## config.mk

```make
export PLATFORM = sky130hd
export DESIGN_NAME = sf_seq
export DESIGN_NICKNAME = d
export VERILOG_FILES = /design/src/sv/sf_pkg.sv /design/src/sv/sf_seq.sv
export VERILOG_INCLUDE_DIRS = /design/src /design/src/sv
export SDC_FILE = /design/constraint.sdc
export NUM_CORES = 2
export LEC_CHECK = 0
export BUFFER_PORTS_ARGS = -buffer_cell sky130_fd_sc_hd__buf_2
export CELL_PAD_IN_SITES_DETAIL_PLACEMENT = 1
export CELL_PAD_IN_SITES_GLOBAL_PLACEMENT = 1
export CORE_UTILIZATION = 45
export DETAILED_ROUTE_END_ITERATION = 10
export GPL_ROUTABILITY_DRIVEN = 0
export PLACE_DENSITY_LB_ADDON = 0.1
export SLEW_MARGIN = 10
export SYNTH_ARGS = -nofsm -noshare
export SYNTH_HDL_FRONTEND = slang
export SYNTH_SLANG_ARGS = --single-unit
```

## constraint.sdc

```tcl
create_clock -name clock -period 24.4 [get_ports clock]
set_clock_uncertainty 0.15 [all_clocks]
set_input_delay 3.66 -clock clock [delete_from_list [all_inputs] [get_ports clock]]
set_output_delay 3.66 -clock clock [all_outputs]
set_load 0.02 [all_outputs]
```

## src/sv/stereo_flanger_defines.svh

```systemverilog
// assertion helpers shared by the flanger rtl
`ifndef STEREO_FLANGER_DEFINES_SVH
`define STEREO_FLANGER_DEFINES_SVH

// condition holds in the same cycle as the trigger
`define SF_ASSERT_IMPL(label, clk, rst, trig, cond, msg) \
   label: assert property (@(posedge clk) disable iff (rst) (trig) |-> (cond)) \
      else $error(msg);

// condition holds in the cycle after the trigger
`define SF_ASSERT_NEXT(label, clk, rst, trig, cond, msg) \
   label: assert property (@(posedge clk) disable iff (rst) (trig) |=> (cond)) \
      else $error(msg);

`endif

```

## src/sv/sf_pkg.sv

```systemverilog
`timescale 1ns / 1ps

package sf_pkg;

   // configuration register indexes
   localparam logic [2:0] REG_ENABLE = 3'd0;
   localparam logic [2:0] REG_DEPTH  = 3'd1;
   localparam logic [2:0] REG_STEP   = 3'd2;
   localparam logic [2:0] REG_MIN    = 3'd3;
   localparam logic [2:0] REG_SPAN   = 3'd4;

   // depth scaling for wet and feedback targets, q15
   localparam logic [14:0] WET_MAX_Q15 = 15'd22938;
   localparam logic [14:0] FB_MAX_Q15  = 15'd24576;

   // gain glide divides the distance by 64
   localparam int SMOOTH_SHIFT = 6;

   // frames held between front and back
   localparam int Q_DEPTH = 2;

   // lane multiplier operand selection
   localparam logic [1:0] MUL_INTERP = 2'd0;
   localparam logic [1:0] MUL_WET    = 2'd1;
   localparam logic [1:0] MUL_FB     = 2'd2;

   // per-cycle commands from the sequencer to both channel lanes
   typedef struct packed {
      logic       in_load;
      logic       byp_load;
      logic       rd_hit;
      logic       x0_load;
      logic       mul_load;
      logic [1:0] mul_sel;
      logic       dly_load;
      logic       res_load;
      logic       wr_en;
   } lane_ctl_type;

endpackage

```

## src/sv/sf_seq.sv

```systemverilog
`timescale 1ns / 1ps
`include "stereo_flanger_defines.svh"

module sf_seq
   import sf_pkg::*;
#(
   parameter int LINE_DEPTH = 512,
   localparam int AW = $clog2(LINE_DEPTH)
) (
   input  logic          clock,
   input  logic          reset,
   input  logic          clear,
   input  logic [14:0]   depth,
   input  logic [31:0]   lfo_step,
   input  logic [24:0]   min_delay,
   input  logic [24:0]   span_delay,
   input  logic          q_valid,
   input  logic          q_bypass,
   output logic          q_pop,
   input  logic          rsp_free,
   output logic          out_load,
   output lane_ctl_type  ctl,
   output logic [AW-1:0] rd_addr,
   output logic [AW-1:0] wr_addr,
   output logic [15:0]   frac,
   output logic [14:0]   wet_level,
   output logic [14:0]   fb_gain
);

   localparam int DMAX = LINE_DEPTH - 2;

   localparam logic [3:0] ST_IDLE = 4'd0;
   localparam logic [3:0] ST_LFO  = 4'd1;
   localparam logic [3:0] ST_DLY  = 4'd2;
   localparam logic [3:0] ST_ADR  = 4'd3;
   localparam logic [3:0] ST_RD1  = 4'd4;
   localparam logic [3:0] ST_INT  = 4'd5;
   localparam logic [3:0] ST_MIX  = 4'd6;
   localparam logic [3:0] ST_WET  = 4'd7;
   localparam logic [3:0] ST_FB   = 4'd8;
   localparam logic [3:0] ST_WB   = 4'd9;
   localparam logic [3:0] ST_OUT  = 4'd10;

   // glide one truncated 1/64 step toward target, at least one lsb
   function automatic logic [14:0] gain_step(input logic [14:0] now, input logic [14:0] tgt);
      logic signed [15:0] d;
      logic [15:0]        mag;
      logic [14:0]        s;
      d   = signed'({1'b0, tgt}) - signed'({1'b0, now});
      mag = d[15] ? 16'(-d) : 16'(d);
      s   = 15'(mag >> SMOOTH_SHIFT);
      if (s == '0 && d != '0) begin
         s = 15'd1;
      end
      gain_step = d[15] ? now - s : now + s;
   endfunction

   logic [3:0]    state_ff, state_in;
   logic [31:0]   phase_ff;
   logic [14:0]   wet_ff, fb_ff;
   logic [25:0]   delay_ff, delay_in;
   logic [AW-1:0] i0_ff, i0_in, i1, wp_ff, wp_in, dint;
   logic [AW:0]   fill_ff;
   logic [29:0]   wet_prod, fb_prod;
   logic [14:0]   wet_tgt, fb_tgt;
   logic [15:0]   tri_wave;
   logic [40:0]   span_prod;
   logic [9:0]    dint_raw;

   // gain targets from the depth knob
   assign wet_prod = 30'(depth) * 30'(WET_MAX_Q15);
   assign fb_prod  = 30'(depth) * 30'(FB_MAX_Q15);
   assign wet_tgt  = wet_prod[29:15];
   assign fb_tgt   = fb_prod[29:15];

   // triangle from the phase and the swept q10.16 delay
   assign tri_wave  = phase_ff[31] ? ~phase_ff[30:15] : phase_ff[30:15];
   assign span_prod = 41'(span_delay) * 41'(tri_wave);
   assign delay_in  = 26'(min_delay) + 26'(span_prod[40:16]);

   // integer delay clamp and tap addresses
   assign dint_raw = delay_ff[25:16];
   assign dint     = (32'(dint_raw) > 32'(DMAX)) ? AW'(DMAX) : AW'(dint_raw);

   always_comb begin
      if ((AW + 1)'(wp_ff) >= (AW + 1)'(dint)) begin
         i0_in = wp_ff - dint;
      end else begin
         i0_in = AW'((AW + 1)'(wp_ff) + (AW + 1)'(LINE_DEPTH) - (AW + 1)'(dint));
      end
   end

   assign i1    = (i0_ff == '0) ? AW'(LINE_DEPTH - 1) : i0_ff - AW'(1);
   assign wp_in = (wp_ff == AW'(LINE_DEPTH - 1)) ? '0 : wp_ff + AW'(1);

   assign rd_addr   = (state_ff == ST_RD1) ? i1 : i0_in;
   assign wr_addr   = wp_ff;
   assign frac      = delay_ff[15:0];
   assign wet_level = wet_ff;
   assign fb_gain   = fb_ff;

   // step sequencer
   always_comb begin
      state_in     = state_ff;
      q_pop        = 1'b0;
      out_load     = 1'b0;
      ctl          = '0;
      ctl.mul_sel  = MUL_INTERP;
      ctl.rd_hit   = ((AW + 1)'(rd_addr) < fill_ff);
      case (state_ff)
         ST_IDLE: begin
            if (q_valid) begin
               q_pop       = 1'b1;
               ctl.in_load = 1'b1;
               if (q_bypass) begin
                  ctl.byp_load = 1'b1;
                  state_in     = ST_OUT;
               end else begin
                  state_in = ST_LFO;
               end
            end
         end
         ST_LFO: state_in = ST_DLY;
         ST_DLY: state_in = ST_ADR;
         ST_ADR: state_in = ST_RD1;
         ST_RD1: begin
            ctl.x0_load = 1'b1;
            state_in    = ST_INT;
         end
         ST_INT: begin
            ctl.mul_load = 1'b1;
            ctl.mul_sel  = MUL_INTERP;
            state_in     = ST_MIX;
         end
         ST_MIX: begin
            ctl.dly_load = 1'b1;
            state_in     = ST_WET;
         end
         ST_WET: begin
            ctl.mul_load = 1'b1;
            ctl.mul_sel  = MUL_WET;
            state_in     = ST_FB;
         end
         ST_FB: begin
            ctl.res_load = 1'b1;
            ctl.mul_load = 1'b1;
            ctl.mul_sel  = MUL_FB;
            state_in     = ST_WB;
         end
         ST_WB: begin
            ctl.wr_en = 1'b1;
            state_in  = ST_OUT;
         end
         ST_OUT: begin
            if (rsp_free) begin
               out_load = 1'b1;
               state_in = ST_IDLE;
            end
         end
         default: state_in = ST_IDLE;
      endcase
   end

   // effect state: phase, gains, write pointer, fill count
   always_ff @(posedge clock) begin
      if (reset) begin
         state_ff <= ST_IDLE;
         phase_ff <= '0;
         wet_ff   <= '0;
         fb_ff    <= '0;
         wp_ff    <= '0;
         fill_ff  <= '0;
      end else begin
         state_ff <= state_in;
         if (clear) begin
            phase_ff <= '0;
            wet_ff   <= wet_tgt;
            fb_ff    <= fb_tgt;
            wp_ff    <= '0;
            fill_ff  <= '0;
         end else begin
            if (state_ff == ST_LFO) begin
               phase_ff <= phase_ff + lfo_step;
               wet_ff   <= gain_step(wet_ff, wet_tgt);
               fb_ff    <= gain_step(fb_ff, fb_tgt);
            end
            if (state_ff == ST_WB) begin
               wp_ff <= wp_in;
               if (fill_ff != (AW + 1)'(LINE_DEPTH)) begin
                  fill_ff <= fill_ff + (AW + 1)'(1);
               end
            end
         end
      end
   end

   // per-frame delay and first tap
   always_ff @(posedge clock) begin
      if (state_ff == ST_DLY) begin
         delay_ff <= delay_in;
      end
      if (state_ff == ST_ADR) begin
         i0_ff <= i0_in;
      end
   end

   `SF_ASSERT_IMPL(a_fill_bound, clock, reset, 1'b1, fill_ff <= (AW + 1)'(LINE_DEPTH), "fill count past line depth")
   `SF_ASSERT_IMPL(a_wp_bound, clock, reset, 1'b1, (AW + 1)'(wp_ff) < (AW + 1)'(LINE_DEPTH), "write pointer past line depth")
   `SF_ASSERT_IMPL(a_pop_ok, clock, reset, q_pop, q_valid && state_ff == ST_IDLE, "pop without a queued frame")
   `SF_ASSERT_NEXT(a_clear_rewinds, clock, reset, clear, wp_ff == '0 && fill_ff == '0, "clear did not rewind the lines")
   `SF_ASSERT_NEXT(a_write_then_out, clock, reset, ctl.wr_en, state_ff == ST_OUT, "write back not followed by output")

endmodule

```

==> impl_metrics.env <==
export IMPL_outcome="complete, no violations"
export IMPL_fin_crit_sh=0.569
export IMPL_cp_arrival_ns=14.12
export IMPL_endpoint_kind="register"
export IMPL_p_sw_mw=2.32
export IMPL_syn_area_um2=27700
export IMPL_clockPowerShare=0.062
export IMPL_cp_max_fo=9
export IMPL_p_int_mw=1.87
export IMPL_nets=4243
export IMPL_max_slew_margin=0.330
export IMPL_route_detailed_drc=0
export IMPL_core_area_um2=60600
export IMPL_drt_initial_drc_count=1006
export IMPL_vias=22942
export IMPL_final_util=0.495
export IMPL_grt_usage=0.281
export IMPL_crit_slowest_cell="o41ai_1"
export IMPL_crit_path_frequent_cell="fa_1"
export IMPL_cts_max_level=4
export IMPL_cp_slowest_stage_delay_ns=0.65
export IMPL_ys_types=84
export IMPL_cts_root_buffer="clkbuf_16"
export IMPL_post_dp_cell_area_um2=29400
export IMPL_vias_per_cell=5.50
export IMPL_startpoint_type="input pin"
export IMPL_wl_per_cell_um=20.3
export IMPL_drtPass1Iterations=5
export IMPL_grt_pass1_wl_um=138000
export IMPL_yosys_warnings=0
export IMPL_fillerInstances=7297
export IMPL_design_area_um2=30000
export IMPL_syn_nets=4140
export IMPL_fp_dieW_um=250
export IMPL_start_util=0.458
export IMPL_antenna_left=0
export IMPL_syn_inst=3273
export IMPL_async_flop_share=0
export IMPL_hpwl_um=68300
export IMPL_area_growth_pct=8.26
export IMPL_cts_tree="built"
export IMPL_grt_max_degree=74
export IMPL_grt_pass1_vias=25628
export IMPL_synth_edf_count=35
export IMPL_maxSlewViolCount=0
export IMPL_setup_viol=0
export IMPL_die_y_um=250
export IMPL_rsz0062_at_grt="false"
export IMPL_rows=90
export IMPL_totalWireLength_um=84900
export IMPL_ys_ff_latch=120
export IMPL_crit_type="input pin to register"
export IMPL_cts_made_buffers=17
export IMPL_cp_num_buf_inv=6
export IMPL_path_delay_family="adder cells"
export IMPL_cts_setup_buffers=0
export IMPL_hold_viol_final=0
export IMPL_vdd_drop_max_mv=0.306
export IMPL_io_pins=179
export IMPL_p_leak_nw=15.0
export IMPL_sw_frac_of_total=0.553
export IMPL_p_comb_frac=0.867
export IMPL_antenna_found_initial=7
export IMPL_fin_crit_ns=13.89
export IMPL_powerDensity_nw_per_um2=140
export IMPL_die_area_um2=62600
export IMPL_sequentialPowerShare=0.071
export IMPL_clock_fmax_ghz=0.0720
export IMPL_cap_violations=0
export IMPL_cts_sinks=120
export IMPL_ctsResizeCount=0
export IMPL_drive_gt1_frac=0.0823
export IMPL_clk_latency_ns=0.48
export IMPL_portBuffers=178
export IMPL_worst_ep_required_time_ns=24.63
export IMPL_synth_area_per_cell_um2=8.47
export IMPL_holdCritPathClass="register to register"
export IMPL_worstMarginPinSlew_ns=1.00
export IMPL_grt_overflow=0
export IMPL_tns_ns=0
export IMPL_ys_flop_type="dfxtp_1"
export IMPL_ctsHoldBuffers=0
export IMPL_power_mw=4.19
export IMPL_clockBufferDepth=2
export IMPL_seq_area_frac_synth=0.0993
export IMPL_clkTransAtPathRegs_ns=0.08
==> path summary, 6_finish.rpt <==
kind / startpoint / to / cells past startpoint / slack [ns]
hold reg to reg: phase_ff[7] / phase_ff[7] / 2 / 0.31
hold / removal: phase_ff[7] / phase_ff[7] / 2 / 0.31
setup / recovery: depth[3] / wet_level[14] / 41 / 10.51
setup reg to reg: phase_ff[31] / delay_ff[24] / 35 / 13.88
==> routing by layer <==
layer,vias up,part of all wire,global-route usage
li1,10731,-,-
met1,11623,0.45,0.373
met2,473,0.49,0.481
met3,107,0.043,0.0371
met4,8,0.018,0.0698
met5,-,0.00061,0
==> sequential cells by signal (all words and copies together), names as in the netlist <==
signal and flops:
phase_ff 32, delay_ff 26, fb_gain 15, wet_level 15, fill_ff 10, i0_ff 9, wr_addr 9, state_ff 4
==> cells in the final DEF, fill, tap and decap left out, types with 7 or more instances in the layout <==
| master | netlist | final |
|---|---|---|
| ha_1 | 363 | 363 |
| o211ai_1 | 11 | 11 |
| o21a_1 | 30 | 30 |
| and2_1 | 133 | 133 |
| nor2_1 | 162 | 162 |
| a211oi_1 | 26 | 26 |
| o21ai_0 | 75 | 75 |
| xnor2_1 | 110 | 110 |
| clkbuf_16 | 0 | 17 |
| nor2b_1 | 23 | 23 |
| buf_4 | 18 | 26 |
| nand2b_1 | 19 | 19 |
| dfxtp_1 | 85 | 85 |
| o31ai_1 | 12 | 12 |
| nand3_1 | 53 | 52 |
| or3_1 | 13 | 13 |
| buf_2 | 2 | 178 |
| mux2i_1 | 14 | 14 |
| a21o_1 | 50 | 50 |
| a21oi_1 | 182 | 182 |
| nand2_1 | 443 | 443 |
| o21ai_1 | 7 | 7 |
| nand4_1 | 16 | 16 |
| fa_1 | 401 | 401 |
| xor2_1 | 84 | 71 |
| edfxtp_1 | 35 | 35 |
| nor4_1 | 9 | 9 |
| o211a_1 | 10 | 10 |
| o21bai_1 | 16 | 16 |
| and3_1 | 23 | 23 |
| nor3_1 | 46 | 44 |
| a31oi_1 | 16 | 16 |
| a211o_1 | 11 | 11 |
| inv_1 | 569 | 569 |
| nand4b_1 | 7 | 7 |
| xor2_2 | 0 | 9 |
| and4_1 | 8 | 8 |
==> area by class of cell <==
class                      instances  area [µm²]  share of cell area
clock inverter                    15         156             0.00521
tap                              782         978              0.0326
multi-input combinational       2462       22500               0.748
antenna                            3        7.51            0.000250
inverter                         571        2140              0.0714
clock buffer                      17         425              0.0142
timing repair buffer             204        1090              0.0362
sequential                       120        2750              0.0917
==> cells in the mapped netlist (8+ instances only) <==
library cell  number  share of area
inv_1            569          0.077
nand2_1          443          0.060
fa_1             401           0.29
ha_1             363           0.16
a21oi_1          182          0.033
nor2_1           162          0.022
and2_1           133          0.030
xnor2_1          110          0.035
clkbuf_1          93          0.013
dfxtp_1           85          0.061
xor2_1            84          0.027
o21ai_0           75          0.014
nand3_1           53         0.0096
a21o_1            50          0.014
nor3_1            46         0.0083
edfxtp_1          35          0.038
o21a_1            30         0.0081
a211oi_1          26         0.0070
and3_1            23         0.0052
nor2b_1           23         0.0052
nand2b_1          19         0.0043
buf_4             18         0.0049
a31oi_1           16         0.0036
nand4_1           16         0.0036
o21bai_1          16         0.0043
mux2i_1           14         0.0051
or3_1             13         0.0029
o31ai_1           12         0.0032
a211o_1           11         0.0035
o211ai_1          11         0.0030
o211a_1           10         0.0036
nor4_1             9         0.0020
and4_1             8         0.0025
==> stage by stage <==
stage	hold slack [ns]	cells	setup slack, ns
2_1_floorplan	0.286	3273	11.46
3_3_place_gp	0.292	4139	10.41
3_5_place_dp	0.302	4139	10.14
4_1_cts	0.312	4171	10.59
5_1_grt	0.337	4173	9.79
6_report	0.307	4174	10.51
==> worst reg2reg max path: cells and delay by family, from the launching register on <==
family                     cells  cell delay (ns)
AOI/OAI and AO/OA             14             3.89
adders and majority gates      8             3.73
buffers and inverters          7             1.06
and+or+nand+nor                3             0.58
xor gates and xnor gates       3             0.55
DFF                            1             0.31
==> kinds of logic (layout without fill, tap and decap cells) <==
kind of cell / count (synthesis) / after routing / synth area share
simple gates: 977 / 977 / 0.164
fa+ha+maj: 764 / 764 / 0.453
buf+inv: 691 / 807 / 0.0961
compound gates: 511 / 511 / 0.120
xor+xnor: 194 / 194 / 0.0613
flops: 120 / 120 / 0.0993
mux: 16 / 16 / 0.00587
other cells: 0 / 3 / 0
==> power by group through the flow <==
stage               logic (mW)  clock network [mW]  registers [mW]
floorplan                 2.73                   0           0.298
global route              4.05               0.278           0.299
finish                    3.63               0.261           0.296
global placement          3.43                   0           0.299
detailed placement        3.59                   0           0.300
CTS                       3.63               0.271           0.296
No activity file was read; power rests on OpenSTA's default activity.
