[src/sv/stereo_flanger_defines.svh]
// assertion helpers shared by the flanger rtl
`ifndef STEREO_FLANGER_DEFINES_SVH
`define STEREO_FLANGER_DEFINES_SVH

// condition holds in the same cycle as the trigger
`define SF_ASSERT_IMPL(label, clk, rst, trig, cond, msg) \
   label: assert property (@(posedge clk) disable iff (rst) (trig) |-> (cond)) \
      else $error(msg);

// condition holds in the cycle after the trigger
`define SF_ASSERT_NEXT(label, clk, rst, trig, cond, msg) \
   label: assert property (@(posedge clk) disable iff (rst) (trig) |=> (cond)) \
      else $error(msg);

`endif

[src/sv/sf_pkg.sv]
`timescale 1ns / 1ps

package sf_pkg;

   // configuration register indexes
   localparam logic [2:0] REG_ENABLE = 3'd0;
   localparam logic [2:0] REG_DEPTH  = 3'd1;
   localparam logic [2:0] REG_STEP   = 3'd2;
   localparam logic [2:0] REG_MIN    = 3'd3;
   localparam logic [2:0] REG_SPAN   = 3'd4;

   // depth scaling for wet and feedback targets, q15
   localparam logic [14:0] WET_MAX_Q15 = 15'd22938;
   localparam logic [14:0] FB_MAX_Q15  = 15'd24576;

   // gain glide divides the distance by 64
   localparam int SMOOTH_SHIFT = 6;

   // frames held between front and back
   localparam int Q_DEPTH = 2;

   // lane multiplier operand selection
   localparam logic [1:0] MUL_INTERP = 2'd0;
   localparam logic [1:0] MUL_WET    = 2'd1;
   localparam logic [1:0] MUL_FB     = 2'd2;

   // per-cycle commands from the sequencer to both channel lanes
   typedef struct packed {
      logic       in_load;
      logic       byp_load;
      logic       rd_hit;
      logic       x0_load;
      logic       mul_load;
      logic [1:0] mul_sel;
      logic       dly_load;
      logic       res_load;
      logic       wr_en;
   } lane_ctl_type;

endpackage

[src/sv/sf_front.sv]
`timescale 1ns / 1ps

module sf_front
   import sf_pkg::*;
#(
   parameter int SAMPLE_BITS = 24,
   localparam int SW = SAMPLE_BITS,
   localparam int TDATA_W = ((2 * SAMPLE_BITS + 7) / 8) * 8
) (
   input  logic                 clock,
   input  logic                 reset,
   input  logic                 enable,
   input  logic                 req_tvalid,
   output logic                 req_tready,
   input  logic [TDATA_W-1:0]   req_tdata,
   output logic                 q_valid,
   output logic                 q_bypass,
   output logic signed [SW-1:0] q_left,
   output logic signed [SW-1:0] q_right,
   input  logic                 q_pop
);

   localparam int PW = (Q_DEPTH > 1) ? $clog2(Q_DEPTH) : 1;
   localparam int CW = $clog2(Q_DEPTH + 1);

   logic                 byp_q   [Q_DEPTH];
   logic signed [SW-1:0] left_q  [Q_DEPTH];
   logic signed [SW-1:0] right_q [Q_DEPTH];

   logic [PW-1:0] wr_ptr_ff, rd_ptr_ff;
   logic [CW-1:0] cnt_ff, cnt_in;
   logic          push;

   // accept while the queue has room
   assign req_tready = (cnt_ff != CW'(Q_DEPTH));
   assign push       = req_tvalid && req_tready;

   // head of queue toward the back
   assign q_valid  = (cnt_ff != '0);
   assign q_bypass = byp_q[rd_ptr_ff];
   assign q_left   = left_q[rd_ptr_ff];
   assign q_right  = right_q[rd_ptr_ff];

   always_comb begin
      cnt_in = cnt_ff;
      if (push && !q_pop) begin
         cnt_in = cnt_ff + CW'(1);
      end else if (!push && q_pop) begin
         cnt_in = cnt_ff - CW'(1);
      end
   end

   // occupancy and pointers
   always_ff @(posedge clock) begin
      if (reset) begin
         wr_ptr_ff <= '0;
         rd_ptr_ff <= '0;
         cnt_ff    <= '0;
      end else begin
         cnt_ff <= cnt_in;
         if (push) begin
            wr_ptr_ff <= (wr_ptr_ff == PW'(Q_DEPTH - 1)) ? '0 : wr_ptr_ff + PW'(1);
         end
         if (q_pop) begin
            rd_ptr_ff <= (rd_ptr_ff == PW'(Q_DEPTH - 1)) ? '0 : rd_ptr_ff + PW'(1);
         end
      end
   end

   // classify at entry: a frame taken while disabled passes through
   always_ff @(posedge clock) begin
      if (push) begin
         byp_q[wr_ptr_ff]   <= !enable;
         left_q[wr_ptr_ff]  <= req_tdata[SW-1:0];
         right_q[wr_ptr_ff] <= req_tdata[2*SW-1:SW];
      end
   end

endmodule

[config.mk]
export PLATFORM = sky130hd
export DESIGN_NAME = sf_front
export DESIGN_NICKNAME = d
export VERILOG_FILES = /design/src/sv/stereo_flanger_defines.svh /design/src/sv/sf_pkg.sv /design/src/sv/sf_front.sv
export SDC_FILE = /design/constraint.sdc
export NUM_CORES = 1
export LEC_CHECK = 0
export BUFFER_PORTS_ARGS = -buffer_cell sky130_fd_sc_hd__buf_2
export CORE_UTILIZATION = 55
export CTS_CLUSTER_SIZE = 14
export DETAILED_ROUTE_END_ITERATION = 8
export HOLD_SLACK_MARGIN = 0.08
export PLACE_DENSITY = 0.84
export SLEW_MARGIN = 15
export SYNTH_ARGS = -nofsm -noshare
export SYNTH_HDL_FRONTEND = slang
export SYNTH_SLANG_ARGS = --single-unit
[constraint.sdc]
create_clock -name clock -period 3.9 [get_ports clock]
set_input_delay 0.195 -clock clock [delete_from_list [all_inputs] [get_ports clock]]
set_output_delay 0.195 -clock clock [all_outputs]
set_load 0.02 [all_outputs]
==> results of run 1 <==
cells by family (layout without fill, tap and decap cells):
group	count (synthesis)	after routing	synth area share [%]
AOI/OAI and AO/OA	4	4	0.665
xor gates and xnor gates	3	3	0.698
adders and majority gates	1	1	0.332
buffers and inverters	8	172	1.30
DFF	103	103	80.8
muxes	49	49	14.7
and+or+nand+nor	9	9	1.53
report_power, final:
group	switching (mW)	internal, mW
Clock	0.357	0.298
Combinational	0.249	0.195
Sequential	0.0477	1.34
Total	0.654	1.83
worst max-delay path by stage:
stage | endpoint
after floorplan | byp_q[1]
after global placement | right_q[1][2]
after detailed placement | right_q[1][9]
after CTS | q_right[10]
after global routing | q_right[10]
final | q_right[10]
registers in the layout, summed over array words and instances (netlist names), named ones only:
register,count
left_q,48
right_q,48
byp_q,2
wr_ptr_ff,1
cnt_ff,2
rd_ptr_ff,1
cell type report:
| class | count | area (sq um) |
|---|---|---|
| inverters | 3 | 11.3 |
| repair buffers | 153 | 1020 |
| fillers | 363 | 1450 |
| flip-flops and latches | 103 | 3050 |
| well taps | 77 | 96.3 |
| clock buffers | 9 | 124 |
| clock inverters | 7 | 71.3 |
| multi-input cells | 66 | 678 |
layer usage:
layer	share of wire, %	vias up	GRT usage [%]
li1	-	1005	-
met4	2.4	0	10.0
met1	41	1065	24.4
met2	52	79	33.1
met5	0	-	0
met3	4.6	15	4.42
worst min-delay path, stage by stage:
cell and delay (ns):
buf_2 0.10, xnor2_1 0.08, nor2_1 0.09
cells in the mapped netlist:
cell / count
edfxtp_1: 98
mux2_2: 49
dfxtp_1: 5
buf_2: 3
inv_1: 3
nor2_1: 3
a21oi_1: 2
buf_6: 2
xor2_1: 2
a21bo_2: 1
and2_1: 1
and3_1: 1
ha_1: 1
nand2b_4: 1
nand3b_1: 1
o21ai_0: 1
or2_2: 1
or3_1: 1
xnor2_1: 1
repair_timing:
item | CTS | global route
resized for setup | 0 | 0
setup endpoints to repair | 0 | 0
buffers inserted | 0 | 0
hold buffers | 49 | 1
hold endpoints to repair | 101 | 1
placed cells by master, fill, tap and decap left out:
| master | netlist | final |
|---|---|---|
| o21ai_0 | 1 | 1 |
| inv_1 | 3 | 2 |
| a21bo_2 | 1 | 1 |
| xnor2_1 | 1 | 1 |
| ha_1 | 1 | 1 |
| and3_4 | 0 | 1 |
| bufinv_16 | 0 | 1 |
| nor2_1 | 3 | 3 |
| clkinvlp_4 | 0 | 1 |
| xor2_1 | 2 | 2 |
| dfxtp_4 | 0 | 1 |
| a21oi_1 | 2 | 2 |
| edfxtp_1 | 98 | 98 |
| clkbuf_8 | 0 | 9 |
| nand3b_1 | 1 | 1 |
| clkinv_4 | 0 | 1 |
| and2_1 | 1 | 1 |
| dfxtp_1 | 5 | 4 |
| or2_2 | 1 | 1 |
| buf_2 | 3 | 103 |
| clkinv_1 | 0 | 2 |
| inv_6 | 0 | 2 |
| or3_1 | 1 | 1 |
| nand2b_4 | 1 | 1 |
| dlygate4sd3_1 | 0 | 50 |
| mux2_2 | 49 | 49 |
| inv_2 | 0 | 1 |
==> impl_metrics.json, run 1 <==
{
  "status": "finished, violations left",
  "violations": "design-rule violations",
  "cts_tree": "done",
  "setup_viol": 0,
  "synth_cells": 177,
  "hold_violations": 0,
  "clockBufferDepth": 2,
  "cap_violations": 0,
  "p_total_mw": 2.49,
  "fin_cells": 418,
  "crit-reg2reg-launch": "cnt_ff[0]",
  "grt_max_degree": 50,
  "crit_cells": 2,
  "drt_iter0_markers": 146,
  "seq_area_frac_synth_pct": 80.8,
  "fin_crit_ns": 1.94,
  "skew_ns": 0.00775,
  "root_buffer": "clkbuf_8",
  "cpMaxStageDelayCell": "dfxtp_4",
  "area_delta_synth_final_pct": 34.0,
  "synth_top_area_share_pct": 78.2,
  "io_pins": 104,
  "cp_num_buf_inv": 1,
  "die_w_um": 84.7,
  "netlist_top_cells_area": "edfxtp_1, mux2_2, dfxtp_1, buf_6, xor2_1",
  "worst-setup-path-type": "reg2out",
  "grt_overflow": 0,
  "ys_warn_count": 0,
  "r2r_cells": 3,
  "vdd_drop_max_v": 0.000364,
  "rsz0062_at_grt": "no",
  "fin_setup_tns_ns": 0,
  "drtAntennaViolNets": 0,
  "io_buffers": 103,
  "first_pass_iters": 9,
  "reg2reg_slack_ns": 2.01,
  "r2r-end": "left_q[0][10]",
  "final_nets": 390,
  "fp.coreArea_sq_mm": 0.00649,
  "drt-vias-per-instance": 5.18,
  "cts.sinks": 103,
  "max_freq_ghz": 0.516,
  "crit_chain": "mux2_2 -> buf_2",
  "startpoint_type": "flop",
  "wl_mm": 6.89,
  "initial_core_util_pct": 58.0,
  "worst_slew_pin_slew_ns": 1.09,
  "grt_pass1_wl_mm": 10.4,
  "utilization_pct": 77.7,
  "min_path_cells": 3,
  "diodes": 0,
  "dp_hpwl_mm": 3.79,
  "dpl.cell_count": 352,
  "vias": 2164,
  "htreeDepth": 3,
  "cpPeakStageDelay_ns": 0.79,
  "antenna_found_initial": 0,
  "yosys.area.top_type": "edfxtp_1",
  "dieArea_sq_mm": 0.00718,
  "place_area_sq_mm": 0.00434,
  "clk_pin_slew_worst_paths_ns": 0.09,
  "netlist-cell-type-count": 19,
  "cts-buffers-inserted": 9,
  "leakage_nw": 1.92,
  "num_rows": 29,
  "place_ws_ns": 1.94,
  "grt_usage_pct": 19.8,
  "insertion_delay_ns": 0.36,
  "drcViolationCount": 5,
  "stdcell_area_sq_mm": 0.00504,
  "fin_ws_ns": 1.96,
  "gp_congestion": 0.670,
  "slew_headroom_pct": 27.2,
  "synth_seq_cells": 103,
  "synth_area_sq_mm": 0.00376,
  "hold_ws_ns": 0.149,
  "layout-drive-gt1-share_pct": 50.4,
  "fin_crit_sh_pct": 49.7,
  "grt_pass1_vias": 2137,
  "cpLargestDelayFamily": "flip-flops",
  "syn_area_per_cell_sq_um": 21.3,
  "worstHoldStart": "q_pop",
  "critPathRequiredTime_ns": 3.70,
  "worst-path-max-fanout": 49,
  "die_h_um": 84.7,
  "setup.worst_path.end_class": "output pin",
  "hp-class": "in2reg",
  "wire_per_inst_um": 16.5,
  "synth_nets": 231,
  "cp.arrival_ns": 1.74,
  "hold_end": "rd_ptr_ff",
  "power_density_mw_per_mm2": 493,
  "maxSlewViolCount": 0
}
(Power assumes the default switching activity.)
==> run 2: changes to the inputs <==
--- a/config.mk
+++ b/config.mk
@@ -5,12 +5,13 @@
 export SDC_FILE = /design/constraint.sdc
 export NUM_CORES = 1
 export LEC_CHECK = 0
+export ABC_AREA = 1
 export BUFFER_PORTS_ARGS = -buffer_cell sky130_fd_sc_hd__buf_2
-export CORE_UTILIZATION = 55
+export CORE_UTILIZATION = 47
 export CTS_CLUSTER_SIZE = 14
 export DETAILED_ROUTE_END_ITERATION = 8
 export HOLD_SLACK_MARGIN = 0.08
-export PLACE_DENSITY = 0.84
+export PLACE_DENSITY = 0.77
 export SLEW_MARGIN = 15
 export SYNTH_ARGS = -nofsm -noshare
 export SYNTH_HDL_FRONTEND = slang
==> constraint.sdc (replaced) <==
create_clock -name clock -period 1.6 [get_ports clock]
set_input_delay 0.08 -clock clock [delete_from_list [all_inputs] [get_ports clock]]
set_output_delay 0.08 -clock clock [all_outputs]
set_load 0.02 [all_outputs]
==> run 2 against run 1 <==
The run now ends clean. Sequential power rose by 140%. Count of clock-buffer cells in the layout stayed put. First-iteration DRC count is 48% lower. Worst setup slack worse by 1.9 ns. Sequential share of layout area is 2.8 points lower. Combinational power rose to 2.5 times the previous value. Critical path depth rose by 1. Sequential cell count stayed put. Via count is 0.42% higher.
==> impl_metrics.json, run 2 <==
{
  "fin_ws_ns": 0.0471,
  "wire_per_inst_um": 15.4,
  "synth_cells": 188,
  "io_pins": 104,
  "diodes": 0,
  "skew_ns": 0.00765,
  "antenna_found_initial": 0,
  "slew_headroom_pct": 77.3,
  "rsz0062_at_grt": "yes",
  "wl_mm": 7.14,
  "htreeDepth": 3,
  "startpoint_type": "flop",
  "io_buffers": 103,
  "drt-vias-per-instance": 4.69,
  "synth_seq_cells": 103,
  "syn_area_per_cell_sq_um": 20.3,
  "synth_edf_count": 98,
  "setup_viol": 0,
  "critPathRequiredTime_ns": 1.52,
  "clockBufferDepth": 2,
  "seq_area_frac_synth_pct": 79.7,
  "reg.largest.list": "left_q: 48 flops, right_q: 48 flops",
  "num-fill-cells": 553,
  "grt_usage_pct": 17.6,
  "num_rows": 32,
  "initial_core_util_pct": 48.9,
  "vdd_drop_max_v": 0.000680,
  "worst-path-max-fanout": 21,
  "place_ws_ns": 0.199,
  "first_pass_iters": 4,
  "gp_congestion": 0.649,
  "fin_crit_ns": 1.55,
  "die_h_um": 92.1,
  "crit_chain": "buf_12 -> mux2_2 -> buf_2",
  "setup.worst_path.end_class": "output pin",
  "final_common_cell": "buf_2",
  "yosys.area.top_type": "edfxtp_1",
  "drt_iter0_markers": 76,
  "synth_most_common_cell": "edfxtp_1",
  "cpMaxStageDelayCell": "dfxtp_4",
  "yosys-top-cells-count": "edfxtp_1, mux2_2, inv_1, mux2_4",
  "status": "finished, final reports clean",
  "grt_pass1_vias": 2317,
  "leakage_nw": 2.05,
  "fin_setup_tns_ns": 0,
  "layout-drive-gt1-share_pct": 50.4,
  "cpPeakStageDelay_ns": 0.40,
  "reg2reg_slack_ns": 0.20,
  "dp_hpwl_mm": 4.28,
  "clk_pin_slew_worst_paths_ns": 0.09,
  "power_density_mw_per_mm2": 1100,
  "worst-setup-path-type": "reg2out",
  "final_nets": 411,
  "async_reset_ff_share_pct": 0,
  "netlist-cell-type-count": 16,
  "hold_ws_ns": 0.132,
  "max_freq_ghz": 0.644,
  "drcViolationCount": 0,
  "hold_violations": 0,
  "grt_pass1_wl_mm": 11.1,
  "grt_max_degree": 30,
  "synth_area_sq_mm": 0.00382,
  "maxSlewViolCount": 0,
  "drtAntennaViolNets": 0,
  "dieArea_sq_mm": 0.00849,
  "worst_slew_pin_slew_ns": 0.340,
  "cts.sinks": 103,
  "grt_overflow": 0,
  "fin_crit_sh_pct": 97.1,
  "cts-buffers-inserted": 9,
  "hp-class": "in2reg",
  "synthFlopType": "edfxtp_1",
  "insertion_delay_ns": 0.35,
  "cap_violations": 0,
  "ys_warn_count": 0,
  "cp.arrival_ns": 1.47,
  "cts_tree": "done",
  "synth_top_area_share_pct": 77.1,
  "area_delta_synth_final_pct": 38.4,
  "vias": 2173,
  "die_w_um": 92.1,
  "most-common-layout-cells": "buf_2, edfxtp_1, dlygate4sd3_1",
  "netlist_top_cells_area": "edfxtp_1, mux2_2, mux2_4, dfxtp_1, inv_1",
  "synth_nets": 242,
  "fp.coreArea_sq_mm": 0.00781,
  "root_buffer": "clkbuf_8"
}
run 2: cell count changes after synthesis, moves of 2 or more:
cell	delta
buf_2	-3
buf_4	+3
inv_1	+7
mux2_2	-10
mux2_4	+10
nand2_1	+7
nor2_1	+4
xor2_1	-2
run 2: report_power, final:
group	switching (mW)	total [mW]	internal, mW
clock	0.857	1.42	0.568
combinational	0.610	1.13	0.524
sequential	0.0620	3.27	3.20
run 2: layer usage:
metal	routed length, um	track usage (%)	vias up
li1	-	-	1049
met1	2970	20.3	1040
met2	3770	31.7	77
met3	330	4.06	7
met4	69	6.64	0
met5	0	0	-
run 2: logic make-up after synthesis:
| kind of cell | after synthesis | share of synthesized area (%) |
|---|---|---|
| xor gates and xnor gates | 1 | 0.229 |
| DFF | 103 | 79.7 |
| buffers and inverters | 15 | 2.26 |
| and+or+nand+nor | 16 | 1.67 |
| AOI/OAI and AO/OA | 3 | 0.393 |
| muxes | 49 | 15.4 |
| adders and majority gates | 1 | 0.328 |
run 2: what timing repair did:
action | in CTS | in global routing
endpoints found under the setup margin | 0 | 17
endpoints found under the hold margin | 103 | 0
hold buffers | 52 | 0
buffers inserted | 0 | 0
gates resized for setup | 0 | 4
run 2: through the flow:
stage	power [mW]	util, %	instances	cell area (sq um)
2_1_floorplan	3.96	-	188	3850
3_3_place_gp	4.31	58.4	395	4560
3_5_place_dp	4.35	58.4	395	4560
4_1_cts	5.85	67.3	462	5250
5_1_grt	6.09	67.7	463	5290
6_report	5.82	67.7	463	5290
run 2: critical path: cells and delay by family, from the launching register on:
family	cells	cell delay, ns
buf+inv	2	0.35
flops	1	0.40
mux	1	0.37
run 2: final cells by class:
cell class	count	area (sq um)	area share (%)
clock inverters	6	46.3	0.876
well taps	102	128	2.41
repair buffers	163	1180	22.4
clock buffers	9	124	2.34
flip-flops and latches	103	3050	57.7
multi-input cells	70	719	13.6
inverters	10	37.5	0.710
run 2: worst paths after layout:
path,startpoint,endpoint,depth (start not counted)
max,flop,q_right[4],3
min,req_tvalid,wr_ptr_ff,4
max reg2reg,cnt_ff[0],cnt_ff[1],10
min reg2reg,cnt_ff[0],cnt_ff[0],2
==> run 3: changes to the inputs <==
--- a/config.mk
+++ b/config.mk
@@ -11,7 +11,7 @@
 export CTS_CLUSTER_SIZE = 14
 export DETAILED_ROUTE_END_ITERATION = 8
 export HOLD_SLACK_MARGIN = 0.08
-export PLACE_DENSITY = 0.77
+export PLACE_DENSITY = 0.76
 export SLEW_MARGIN = 15
 export SYNTH_ARGS = -nofsm -noshare
 export SYNTH_HDL_FRONTEND = slang
==> run 3 against run 2 <==
Sequential power hardly changed. Core utilization fell by 0.48 points. Critical path depth did not move. Maximum frequency grew 0.60%. Largest cell class unchanged. Clock power barely moved. First-iteration DRC count increased by 33%. Global-route usage decreased by 1.6 points. Non-clock buffer count shrank 2. Largest power group unchanged.
==> impl_metrics.json, run 3 (same netlist as run 2, synthesis figures left out) <==
{
  "status": "finished, final reports clean",
  "die_h_um": 92.1,
  "max_freq_ghz": 0.648,
  "clk_pin_slew_worst_paths_ns": 0.09,
  "worst-path-max-fanout": 25,
  "fin_crit_sh_pct": 96.5,
  "hp-class": "in2reg",
  "grt_overflow": 0,
  "p_seq_share_pct": 56.2,
  "num_rows": 32,
  "fin_cells": 462,
  "p_total_mw": 5.80,
  "switchingPower_mw": 1.52,
  "critPathRequiredTime_ns": 1.52,
  "cts.sinks": 103,
  "use_met1_pct": 16.4,
  "worst_slew_pin_slew_ns": 0.270,
  "hold_violations": 0,
  "dpl.cell_count": 394,
  "wl_mm": 6.47,
  "leakage_nw": 2.04,
  "fp.coreArea_sq_mm": 0.00781,
  "insertion_delay_ns": 0.36,
  "dieArea_sq_mm": 0.00849,
  "vdd_drop_max_v": 0.000684,
  "utilization_pct": 67.2,
  "internal-power_mw": 4.28,
  "grt_usage_pct": 16.0,
  "place_area_sq_mm": 0.00454,
  "stdcell_area_sq_mm": 0.00525,
  "clockBufferDepth": 2,
  "grt_pass1_vias": 2259,
  "dp_hpwl_mm": 4.06,
  "root_buffer": "clkbuf_8",
  "slew_headroom_pct": 82.0,
  "drt_iter0_markers": 101,
  "post_cts_buffers": 0,
  "gp_congestion": 0.650,
  "area_delta_synth_final_pct": 37.5,
  "grtUsageMet3_pct": 4.15,
  "switching_share_pct": 26.2,
  "io_pins": 104,
  "drcViolationCount": 0,
  "rsz0062_at_grt": "no",
  "startpoint_type": "flop",
  "layout-drive-gt1-share_pct": 50.0,
  "power_density_mw_per_mm2": 1110,
  "reg.largest.list": "left_q: 48 flops, right_q: 48 flops",
  "setup_viol": 0,
  "p_clk_share_pct": 25.0,
  "die_w_um": 92.1,
  "grt_max_degree": 30,
  "final_common_cell": "buf_2",
  "cts-buffers-inserted": 9,
  "cts_tree": "done",
  "most-common-layout-cells": "buf_2, edfxtp_1, dlygate4sd3_1",
  "htreeDepth": 3,
  "fin_crit_ns": 1.54,
  "cp.arrival_ns": 1.46,
  "power_frac_comb_pct": 18.8,
  "antenna_found_initial": 0,
  "fin_setup_tns_ns": 0,
  "worst-setup-path-type": "reg2out",
  "grt.met2_usage_pct": 29.7,
  "cap_violations": 0,
  "vias": 2163,
  "first_pass_iters": 4,
  "setup.worst_path.end_class": "output pin",
  "grt_pass1_wl_mm": 9.97,
  "skew_ns": 0.00758,
  "drtAntennaViolNets": 0,
  "maxSlewViolCount": 0,
  "final_nets": 409,
  "wire_per_inst_um": 14.0,
  "globalRoute.busiestLayer": "met2",
  "diodes": 0,
  "io_buffers": 103,
  "drt-vias-per-instance": 4.68,
  "initial_core_util_pct": 48.9
}
## run 3: repair_timing
action | in CTS | in global routing
endpoints found under the setup margin | 1 | 1
cloned | 0 | 0
gates resized for setup | 1 | 2
hold endpoints to repair | 103 | 0
hold buffers | 52 | 0
pin swaps | 0 | 0
## run 3: final timing paths
path	startpoint	to	slack [ns]	cells past startpoint
worst max-delay path	flop	q_right[21]	0.06	3
worst min-delay path	req_tvalid	wr_ptr_ff	0.12	4
worst max register to register	cnt_ff[0]	cnt_ff[1]	0.21	10
worst min register to register	rd_ptr_ff	rd_ptr_ff	0.54	2
## run 3: worst max-delay path, cell delays in order (launching register included)
cell and delay, ns:
dfxtp_4 0.39, buf_12 0.20, mux2_2 0.36, buf_2 0.16
## run 3: layout make-up
type                       count  area [sq um]
fill                         543          2560
timing repair buffer         161          1130
inverter                      10          37.5
clock inverter                 7          55.1
tap                          102           128
multi-input combinational     70           723
clock buffer                   9           124
sequential                   103          3050
## run 3: power groups by stage
stage	Combinational [mW]	Clock, mW	Sequential (mW)
floorplan	0.652	0	3.31
global placement	0.978	0	3.31
detailed placement	0.996	0	3.33
CTS	1.10	1.49	3.27
global route	1.16	1.59	3.28
finish	1.09	1.45	3.26
## run 3: layer usage
layer  routed length (um)  up-vias
li1                     -     1052
met1                 2540     1031
met2                 3560       69
met3                  273       11
met4                  109        0
met5                    0        -
## run 3: metrics by stage
step / hold WS (ns) / setup slack [ns]
after global routing: 0.132 / 0.00429
after global placement: 0.267 / 0.328
after detailed placement: 0.269 / 0.229
after floorplan: 0.152 / -0.113
after CTS: 0.106 / 0.0201
final: 0.115 / 0.0563
